## src/hdl/nra_pkg.sv

```systemverilog
// Package of the neighbor ring average block: widths, defaults and limits.
// No dependencies; used by the interfaces, the cell, the top and the checker.
package nra_pkg;

    localparam int MAX_SIDE_DEF   = 1024;
    localparam int PIXEL_BITS_DEF = 8;
    localparam int CFG_W          = 11;
    localparam int OUT_W          = 11;
    localparam int OUT_MAX        = 2047;
    localparam int MIN_SIDE       = 3;
    localparam int SIDE_RESET     = 3;
    localparam int WIN_ROWS       = 3;

endpackage

```

## src/hdl/nra_cell.sv

```systemverilog
// One window column cell: holds three vertically stacked pixels and passes
// them to the next cell on each shift. Depends on nra_pkg.
module nra_cell #(
    parameter int PIXEL_BITS = nra_pkg::PIXEL_BITS_DEF
) (
    input  logic                                         i_clk,
    input  logic                                         i_rst_n,
    input  logic                                         i_shift,
    input  logic [nra_pkg::WIN_ROWS-1:0][PIXEL_BITS-1:0] i_col,
    output logic [nra_pkg::WIN_ROWS-1:0][PIXEL_BITS-1:0] o_col
);
    import nra_pkg::*;

    logic [WIN_ROWS-1:0][PIXEL_BITS-1:0] r_col;

    always_ff @(posedge i_clk) begin
        if (!i_rst_n) begin
            r_col <= '0;
        end else if (i_shift) begin
            r_col <= i_col;
        end
    end

    assign o_col = r_col;
endmodule

```

## config.mk

```make
export PLATFORM = sky130hd
export DESIGN_NAME = nra_cell
export DESIGN_NICKNAME = d
export VERILOG_FILES = /design/src/hdl/nra_pkg.sv /design/src/hdl/nra_cell.sv
export SDC_FILE = /design/constraint.sdc
export NUM_CORES = 1
export LEC_CHECK = 0
export BUFFER_PORTS_ARGS = -buffer_cell sky130_fd_sc_hd__buf_2
export CAP_MARGIN = 20
export CORE_AREA = 2 2 64 66
export DETAILED_ROUTE_END_ITERATION = 10
export DIE_AREA = 0 0 66 68
export GPL_ROUTABILITY_DRIVEN = 0
export PLACE_DENSITY_LB_ADDON = 0.12
export SYNTH_ARGS = -nofsm -noshare
export SYNTH_HDL_FRONTEND = slang
export SYNTH_SLANG_ARGS = --single-unit
```

## constraint.sdc

```tcl
create_clock -name i_clk -period 1.3 [get_ports i_clk]
set_clock_uncertainty 0.05 [all_clocks]
set_input_delay 0.065 -clock i_clk [delete_from_list [all_inputs] [get_ports i_clk]]
set_output_delay 0.065 -clock i_clk [all_outputs]
set_load 0.01 [all_outputs]
```

==> flow_metrics.py, run 1 <==
metrics = {
    "timing": {
        "max_slew_margin": 0.780,
        "slew_violations": 0,
        "hold_viol_final": 0,
        "finalCriticalPeriod_ns": 0.852,
        "setup-violations-final": 0,
        "grt_setup_unrepaired": "false",
        "worst_pin_slew_ns": 0.330,
        "period_share": 0.656,
        "holdWs_ns": 0.00940,
        "fin_tns_setup_ns": 0,
        "layout_setup_ws_ns": 0.448,
        "max_freq_mhz": 1170,
    },
    "worst_setup_path": {
        "cp_max_fo": 2,
        "crit_type": "register to primary output",
        "max_stage_delay_ns": 0.34,
        "rr_worst_depth": 2,
        "critPathTopFamily": "flip-flops",
        "cp_slowest_cell": "dfxtp_1",
        "crit_path_start_kind": "register",
        "worst_ep_required_time_ns": 1.19,
        "cp_num_buf_inv": 1,
        "worst-r2r-setup-slack_ns": 0.64,
        "r2r_start": "o_col[5]",
        "worstPathCellList": "buf_2",
        "worstSetupEndpointType": "primary output",
        "arrival_ns": 0.74,
        "timing.rr.end": "o_col[5]",
    },
    "cts": {
        "cts_tree": "yes",
        "cts_buffer_depth": 2,
        "cts_setup_buffers": 0,
        "cts_buffers": 3,
        "clk_pin_slew_ns": 0.08,
        "cts-resized-gates": 0,
        "root_buffer": "clkbuf_8",
        "cts_sinks": 24,
        "clock_latency_ns": 0.25,
        "cts_hold_buf": 0,
        "h-tree-depth": 1,
    },
    "route": {
        "first_iter_violations": 23,
        "route.detailed.drc": 0,
        "antenna_left": 0,
        "wl_um": 1800,
        "num_vias": 690,
        "drt-pass1-iter-count": 2,
        "via_per_inst": 3.92,
        "wl_per_cell_um": 10.2,
    },
    "final_layout": {
        "antenna_cells": 0,
        "fillCellCount": 436,
        "multiInputGateArea_um2": 390,
        "area_delta_synth_final_pct": 33.9,
        "stdcell_count": 176,
        "fin_area_um2": 1240,
        "regArea_um2": 480,
        "layout_common_cells": "50 x buf_2, 24 x mux2i_1, 24 x nor2b_1, 24 x dfxtp_1, 3 x clkbuf_8",
        "drive_gt1_frac": 0.429,
        "largest_reg_flops": 24,
        "fin_nets": 155,
        "final_common_cell": "buf_2",
    },
    "placed_design": {
        "dp_slack_ns": 0.466,
        "io_buffers": 50,
        "dp_cells": 173,
        "dpl.hpwl_um": 1320,
        "placed_cell_area_um2": 1200,
    },
    "floorplan": {
        "core_um2": 3860,
        "initial_core_util": 0.241,
        "rows": 23,
        "die_area_um2": 4490,
        "ios": 51,
        "die_h_um": 68,
        "die_w_um": 66,
    },
    "worst_hold_path": {
        "hold_class": "input port to register",
        "hold_depth": 3,
        "min_from": "i_col[18]",
        "hold_end": "o_col[18]",
    },
    "synth": {
        "synth_fp_nets": 104,
        "ys_types": 6,
        "ys_top_cells_by_area": "dfxtp_1 52%, mux2i_1 26%, nor2b_1 16%, buf_12 4.3%, buf_6 1.2%",
        "synthesis.area_um2": 930,
        "synth_largest_area_cell": "dfxtp_1",
        "syn_avg_cell_area_um2": 12.1,
        "synth-seq-area-share": 0.517,
        "ys_seq_elements": 24,
        "synth_warnings": 0,
        "syn_inst": 77,
        "synth_top_cell_area_share": 0.517,
    },
    "global_routing": {
        "grt_start_max_net_pins": 25,
        "grt_pass1_vias": 626,
        "antenna_found_initial": 0,
        "grt-ovfl-total": 0,
        "grt_first_pass_wirelength_um": 2750,
        "grt_usage": 0.0824,
    },
    "power": {
        "peakVddDrop_mv": 0.348,
        "power.density_nw_per_um2": 1150,
        "p_leak_nw": 0.636,
    },
    "outcome": {
        "status": "finished clean",
    },
    "run": {
        "maxCapViolCount": 0,
    },
}
==> cell type report <==
type,count,area share
clock buffer,3,0.0332
multi-input combinational,48,0.314
timing repair buffer,51,0.217
tap,50,0.0503
sequential,24,0.386
==> cell usage after synthesis <==
library cell  number
buf_6              1
clkbuf_1           2
buf_12             2
dfxtp_1           24
nor2b_1           24
mux2i_1           24
==> logic make-up after synthesis <==
group         after synthesis  synth area share
flops                      24             0.517
buf+inv                     5            0.0633
simple gates               24             0.162
mux                        24             0.258
==> metrics by stage <==
step / power, mW / util
detailed placement: 1.03 / 0.312
global route: 1.52 / 0.323
global placement: 1.03 / 0.312
CTS: 1.47 / 0.323
floorplan: 0.946 / -
finish: 1.43 / 0.323
==> report_power, final <==
part,internal (mW),switching (mW),total (mW)
Sequential,0.779,0.0197,0.799
Combinational,0.115,0.0959,0.211
Clock,0.207,0.216,0.423
Total,1.10,0.332,1.43
==> routing by layer <==
layer | routed length (um) | global-route usage | up-vias
met3 | 115 | 0.0214 | 2
met4 | 18 | 0.0536 | 0
met2 | 916 | 0.136 | 20
li1 | - | - | 350
met1 | 752 | 0.0948 | 318
met5 | 0 | 0 | -
==> worst register-to-register path, cell delays in order (launching register included) <==
cell	delay [ns]
dfxtp_1	0.32
mux2i_1	0.13
nor2b_1	0.06
==> worst max-delay path by stage <==
stage	start	end	cells past startpoint
after floorplan	i_shift	o_col[0]	4
after global placement	i_shift	o_col[12]	4
after detailed placement	i_shift	o_col[5]	4
after CTS	o_col[9]	o_col[9]	1
after global routing	o_col[19]	o_col[19]	1
final	o_col[19]	o_col[19]	1
No activity file was read; power rests on OpenSTA's default activity.
==> run 2: changes to the inputs <==
Settings changed: ABC_AREA set to 1, CORE_AREA 2 2 64 66 to 2 2 66 68, DIE_AREA 0 0 66 68 to 0 0 68 70.
Clock period 1.3 ns to 0.8 ns, I/O delays scaled along.
==> run 2 against run 1 <==
The run now ends with setup timing left. Combinational power rose by 150%. Cell count increased by 47%. Via count increased by 43%. Worst hold slack worse by 0.0015 ns. Wire length is 28% higher. Count of clock-buffer cells in the layout up 1. Critical endpoint unchanged. Largest cell class unchanged.
==> flow_metrics.py, run 2 <==
metrics = {
    "route": {
        "antenna_left": 0,
        "via_per_inst": 3.82,
        "drt-pass1-iter-count": 2,
        "num_vias": 986,
        "wl_um": 2300,
        "wl_per_cell_um": 8.92,
        "first_iter_violations": 33,
        "route.detailed.drc": 0,
    },
    "timing": {
        "fin_tns_setup_ns": -0.00340,
        "hold_viol_final": 0,
        "layout_setup_ws_ns": -0.00251,
        "setup-violations-final": 2,
        "grt_setup_unrepaired": "true",
        "worst_pin_slew_ns": 0.435,
        "max_slew_margin": 0.710,
        "max_freq_mhz": 1250,
        "finalCriticalPeriod_ns": 0.803,
        "holdWs_ns": 0.00786,
        "period_share": 1.00,
        "slew_violations": 0,
    },
    "worst_setup_path": {
        "worstPathCellList": "buf_6",
        "crit_type": "register to primary output",
        "cp_max_fo": 2,
        "max_stage_delay_ns": 0.34,
        "worstSetupEndpointType": "primary output",
        "cp_num_buf_inv": 1,
        "cp_slowest_cell": "dfxtp_2",
        "setup.worst_path.start": "o_col[19]",
        "critPathTopFamily": "flip-flops",
        "crit_path_start_kind": "register",
        "arrival_ns": 0.71,
        "r2r_start": "o_col[5]",
        "worst_ep_required_time_ns": 0.71,
    },
    "floorplan": {
        "ios": 51,
        "die_w_um": 68,
        "rows": 24,
        "die_h_um": 70,
        "initial_core_util": 0.237,
        "die_area_um2": 4760,
        "core_um2": 4140,
    },
    "cts": {
        "root_buffer": "clkbuf_8",
        "clk_pin_slew_ns": 0.08,
        "cts_buffers": 3,
        "cts_sinks": 24,
        "h-tree-depth": 1,
        "cts_tree": "yes",
        "clock_latency_ns": 0.26,
        "cts_setup_buffers": 0,
        "cts_buffer_depth": 2,
    },
    "synth": {
        "ys_top_cells_by_count": "48 x nand2_1, 48 x nor2_1, 24 x dfxtp_1, 24 x inv_1, 4 x buf_2",
        "synth-seq-area-share": 0.490,
        "syn_avg_cell_area_um2": 6.50,
        "synth_fp_nets": 178,
        "synth_warnings": 0,
        "synth_edf_count": 0,
        "synthesis.area_um2": 981,
        "async_flop_share": 0,
        "ys_dominant_reg_cell": "dfxtp_1",
        "synth_top_cell_area_share": 0.490,
        "syn_inst": 151,
        "ys_types": 7,
        "ys_top_cells_by_area": "dfxtp_1 49%, nand2_1 18%, nor2_1 18%, inv_1 9.2%, buf_6 2.3%",
        "ys_seq_elements": 24,
        "synth_largest_area_cell": "dfxtp_1",
    },
    "final_layout": {
        "regArea_um2": 510,
        "fillCellCount": 441,
        "finalCoreUtilization": 0.382,
        "area_delta_synth_final_pct": 61.2,
        "antenna_cells": 0,
        "fin_nets": 234,
        "layout_common_cells": "48 x nor2_1, 48 x nand2_1, 26 x buf_2",
        "fin_area_um2": 1580,
        "drive_gt1_frac": 0.388,
        "largest_reg_flops": 24,
        "multiInputGateArea_um2": 360,
    },
    "power": {
        "peakVddDrop_mv": 1.04,
        "p_leak_nw": 0.878,
        "p_int_mw": 2.03,
        "power.density_nw_per_um2": 1700,
        "clkPwrFrac": 0.303,
        "switching_share": 0.246,
        "comb_power_share": 0.195,
        "power.switching_uw": 664,
        "power_frac_seq": 0.502,
    },
    "global_routing": {
        "grt_start_max_net_pins": 29,
        "grt_first_pass_wirelength_um": 3530,
        "grt-ovfl-total": 0,
        "grt_pass1_vias": 817,
        "grt_usage": 0.0964,
        "antenna_found_initial": 0,
    },
    "worst_hold_path": {
        "min_from": "i_col[23]",
        "hold_class": "input port to register",
    },
    "placed_design": {
        "dpl.hpwl_um": 1580,
        "placed_cell_area_um2": 1290,
        "io_buffers": 50,
    },
    "run": {
        "maxCapViolCount": 0,
    },
    "outcome": {
        "status": "finished, violations left",
        "violations": "setup timing",
    },
}
run 2: worst paths after layout:
kind,depth (start not counted),to,slack [ns]
max,1,o_col[19],-0.003
min,5,o_col[23],0.008
min reg2reg,2,o_col[12],0.43
max reg2reg,2,o_col[5],0.18
run 2: layout make-up:
type                    count  area share
flip-flops and latches     24       0.323
repair buffers             58       0.316
multi-input cells          96       0.228
inverters                  24      0.0570
well taps                  52      0.0411
clock buffers               4      0.0348
run 2: per-stage QoR:
stage,power [mW],instances,setup slack [ns]
6_report,2.70,258,-0.00251
5_1_grt,2.86,258,-0.0392
4_1_cts,2.75,258,-0.0190
3_5_place_dp,1.76,248,0.0402
3_3_place_gp,1.75,248,0.0808
2_1_floorplan,1.58,151,0.181
run 2: kinds of logic after synthesis:
group | Yosys count | share of synthesized area
AND/OR/NAND/NOR | 96 | 0.367
buffers and inverters | 31 | 0.143
flip-flops | 24 | 0.490
run 2: per-layer routing:
metal | wire [um] | track usage
met1 | 1010 | 0.108
met2 | 1080 | 0.162
met3 | 191 | 0.0435
met4 | 21 | 0.0267
met5 | 0 | 0
run 2: timing repair:
item | in CTS | in global routing
resized for setup | 48 | 0
hold buffers | 6 | 0
endpoints found under the setup margin | 24 | 24
endpoints found under the hold margin | 6 | 0
run 2: power groups by stage:
stage               Sequential, mW  Clock [mW]  Combinational (mW)
floorplan                     1.39           0               0.195
global placement              1.34           0               0.408
detailed placement            1.35           0               0.419
CTS                           1.36       0.867               0.532
global route                  1.36       0.907               0.587
finish                        1.35       0.816               0.526
==> run 3: changes to the inputs <==
Settings changed: CORE_AREA 2 2 66 68 to 2 2 51 53, DIE_AREA 0 0 68 70 to 0 0 53 55.
==> run 3 against run 2 <==
The run still ends with setup timing left. Worst hold slack improved by 0.087 ns. Combinational power rose by 15%. Setup slack got worse by 0.063 ns. Sequential power barely moved. Critical endpoint is now o_col[14].
==> flow_metrics.py, run 3 (synthesis gave the netlist of run 2 again) <==
metrics = {
    "worst_setup_path": {
        "worstPathCellList": "buf_6",
        "cp_slowest_cell": "dfxtp_2",
        "r2r_start": "o_col[13]",
        "cp_num_buf_inv": 1,
        "worst_ep_required_time_ns": 0.71,
        "arrival_ns": 0.78,
        "setup.worst_path.start": "o_col[14]",
        "worstSetupEndpointType": "primary output",
        "crit_path_start_kind": "register",
        "path_depth": 1,
        "rr_worst_depth": 3,
        "worst-r2r-setup-slack_ns": 0.06,
        "cp-endpoint": "o_col[14]",
        "cp_max_fo": 2,
        "timing.rr.end": "o_col[13]",
        "max_stage_delay_ns": 0.37,
        "critPathTopFamily": "flip-flops",
        "crit_type": "register to primary output",
    },
    "final_layout": {
        "finalCoreUtilization": 0.726,
        "fin_nets": 254,
        "drive_gt1_frac": 0.360,
        "largest_reg_flops": 24,
        "layout_common_cells": "48 x nor2_1, 48 x nand2_1, 26 x buf_2",
        "fin_area_um2": 1720,
        "area_delta_synth_final_pct": 75.0,
        "antenna_cells": 0,
    },
    "floorplan": {
        "ios": 51,
        "core_um2": 2360,
        "initial_core_util": 0.415,
        "die_w_um": 53,
        "die_h_um": 55,
        "die_area_um2": 2920,
        "rows": 18,
    },
    "power": {
        "power.density_nw_per_um2": 1440,
        "peakVddDrop_mv": 1.06,
        "power.total_mw": 2.47,
        "p_leak_nw": 0.949,
    },
    "timing": {
        "setup-violations-final": 24,
        "slew_violations": 0,
        "layout_setup_ws_ns": -0.0651,
        "grt_setup_unrepaired": "true",
        "max_freq_mhz": 1160,
        "period_share": 1.08,
        "finalCriticalPeriod_ns": 0.865,
        "hold_viol_final": 0,
        "worst_pin_slew_ns": 0.419,
        "fin_tns_setup_ns": -1.20,
        "holdWs_ns": 0.0947,
        "max_slew_margin": 0.721,
    },
    "cts": {
        "root_buffer": "clkbuf_4",
        "clk_pin_slew_ns": 0.12,
        "cts_sinks": 24,
        "cts_buffers": 3,
        "h-tree-depth": 1,
        "cts_tree": "yes",
        "cts_buffer_depth": 2,
        "clock_latency_ns": 0.30,
    },
    "route": {
        "drt-pass1-iter-count": 4,
        "wl_per_cell_um": 9.76,
        "antenna_left": 0,
        "num_vias": 1054,
        "first_iter_violations": 9,
        "route.detailed.drc": 0,
        "via_per_inst": 4.13,
        "wl_um": 2490,
    },
    "global_routing": {
        "grt_first_pass_wirelength_um": 3790,
        "grt_start_max_net_pins": 29,
        "grt_pass1_vias": 962,
        "grt_usage": 0.174,
        "antenna_found_initial": 0,
        "grt-ovfl-total": 0,
    },
    "outcome": {
        "status": "finished, violations left",
        "violations": "setup timing",
    },
    "placed_design": {
        "io_buffers": 50,
        "dpl.hpwl_um": 1370,
        "placed_cell_area_um2": 1260,
    },
    "worst_hold_path": {
        "hold_class": "input port to register",
    },
    "run": {
        "maxCapViolCount": 0,
    },
}
==> run 3: cell count changes in the layout (fill, tap and decap cells not counted) <==
cell           delta
dlygate4sd3_1    +18
clkbuf_4          +3
buf_4             +2
clkbuf_8          -4
==> run 3: power by group <==
group	internal, mW	switching [mW]	total, mW
clock network	0.175	0.334	0.509
logic	0.364	0.242	0.606
registers	1.30	0.0603	1.36
==> run 3: worst min path at each step <==
stage,start,to,slack (ns),cells after the start
after CTS,i_rst_n,o_col[18],0.1,3
after global routing,i_rst_n,o_col[2],0.12,3
after global placement,i_col[10],o_col[10],0.27,5
after detailed placement,i_col[4],o_col[4],0.28,5
final,i_rst_n,o_col[18],0.09,3
after floorplan,i_rst_n,o_col[15],0.11,2
==> run 3: routing by layer <==
| metal | track usage | routed length [um] |
|---|---|---|
| met1 | 0.184 | 1040 |
| met2 | 0.354 | 1310 |
| met3 | 0.0323 | 112 |
| met4 | 0.0385 | 26 |
| met5 | 0 | 0 |
==> run 3: metrics by stage <==
stage	std cells	worst slack, ns
floorplan	151	0.181
global placement	226	0.110
detailed placement	226	0.0626
CTS	254	-0.0711
global route	255	-0.0931
finish	255	-0.0651
==> run 3: layout make-up <==
| type | count | area [um2] |
|---|---|---|
| Timing Repair Buffer | 78 | 696 |
| Fill cell | 198 | 648 |
| Sequential cell | 24 | 510 |
| Multi-Input combinational cell | 96 | 360 |
| Inverter | 24 | 90.1 |
| Tap cell | 30 | 37.5 |
| Clock buffer | 3 | 22.5 |
==> run 3: repair_timing <==
action / CTS / global route
resized for setup: 48 / 0
hold buffers: 24 / 0
hold endpoints to repair: 24 / 0
gates cloned: 0 / 0
buffers inserted: 1 / 1
endpoints found under the setup margin: 24 / 24
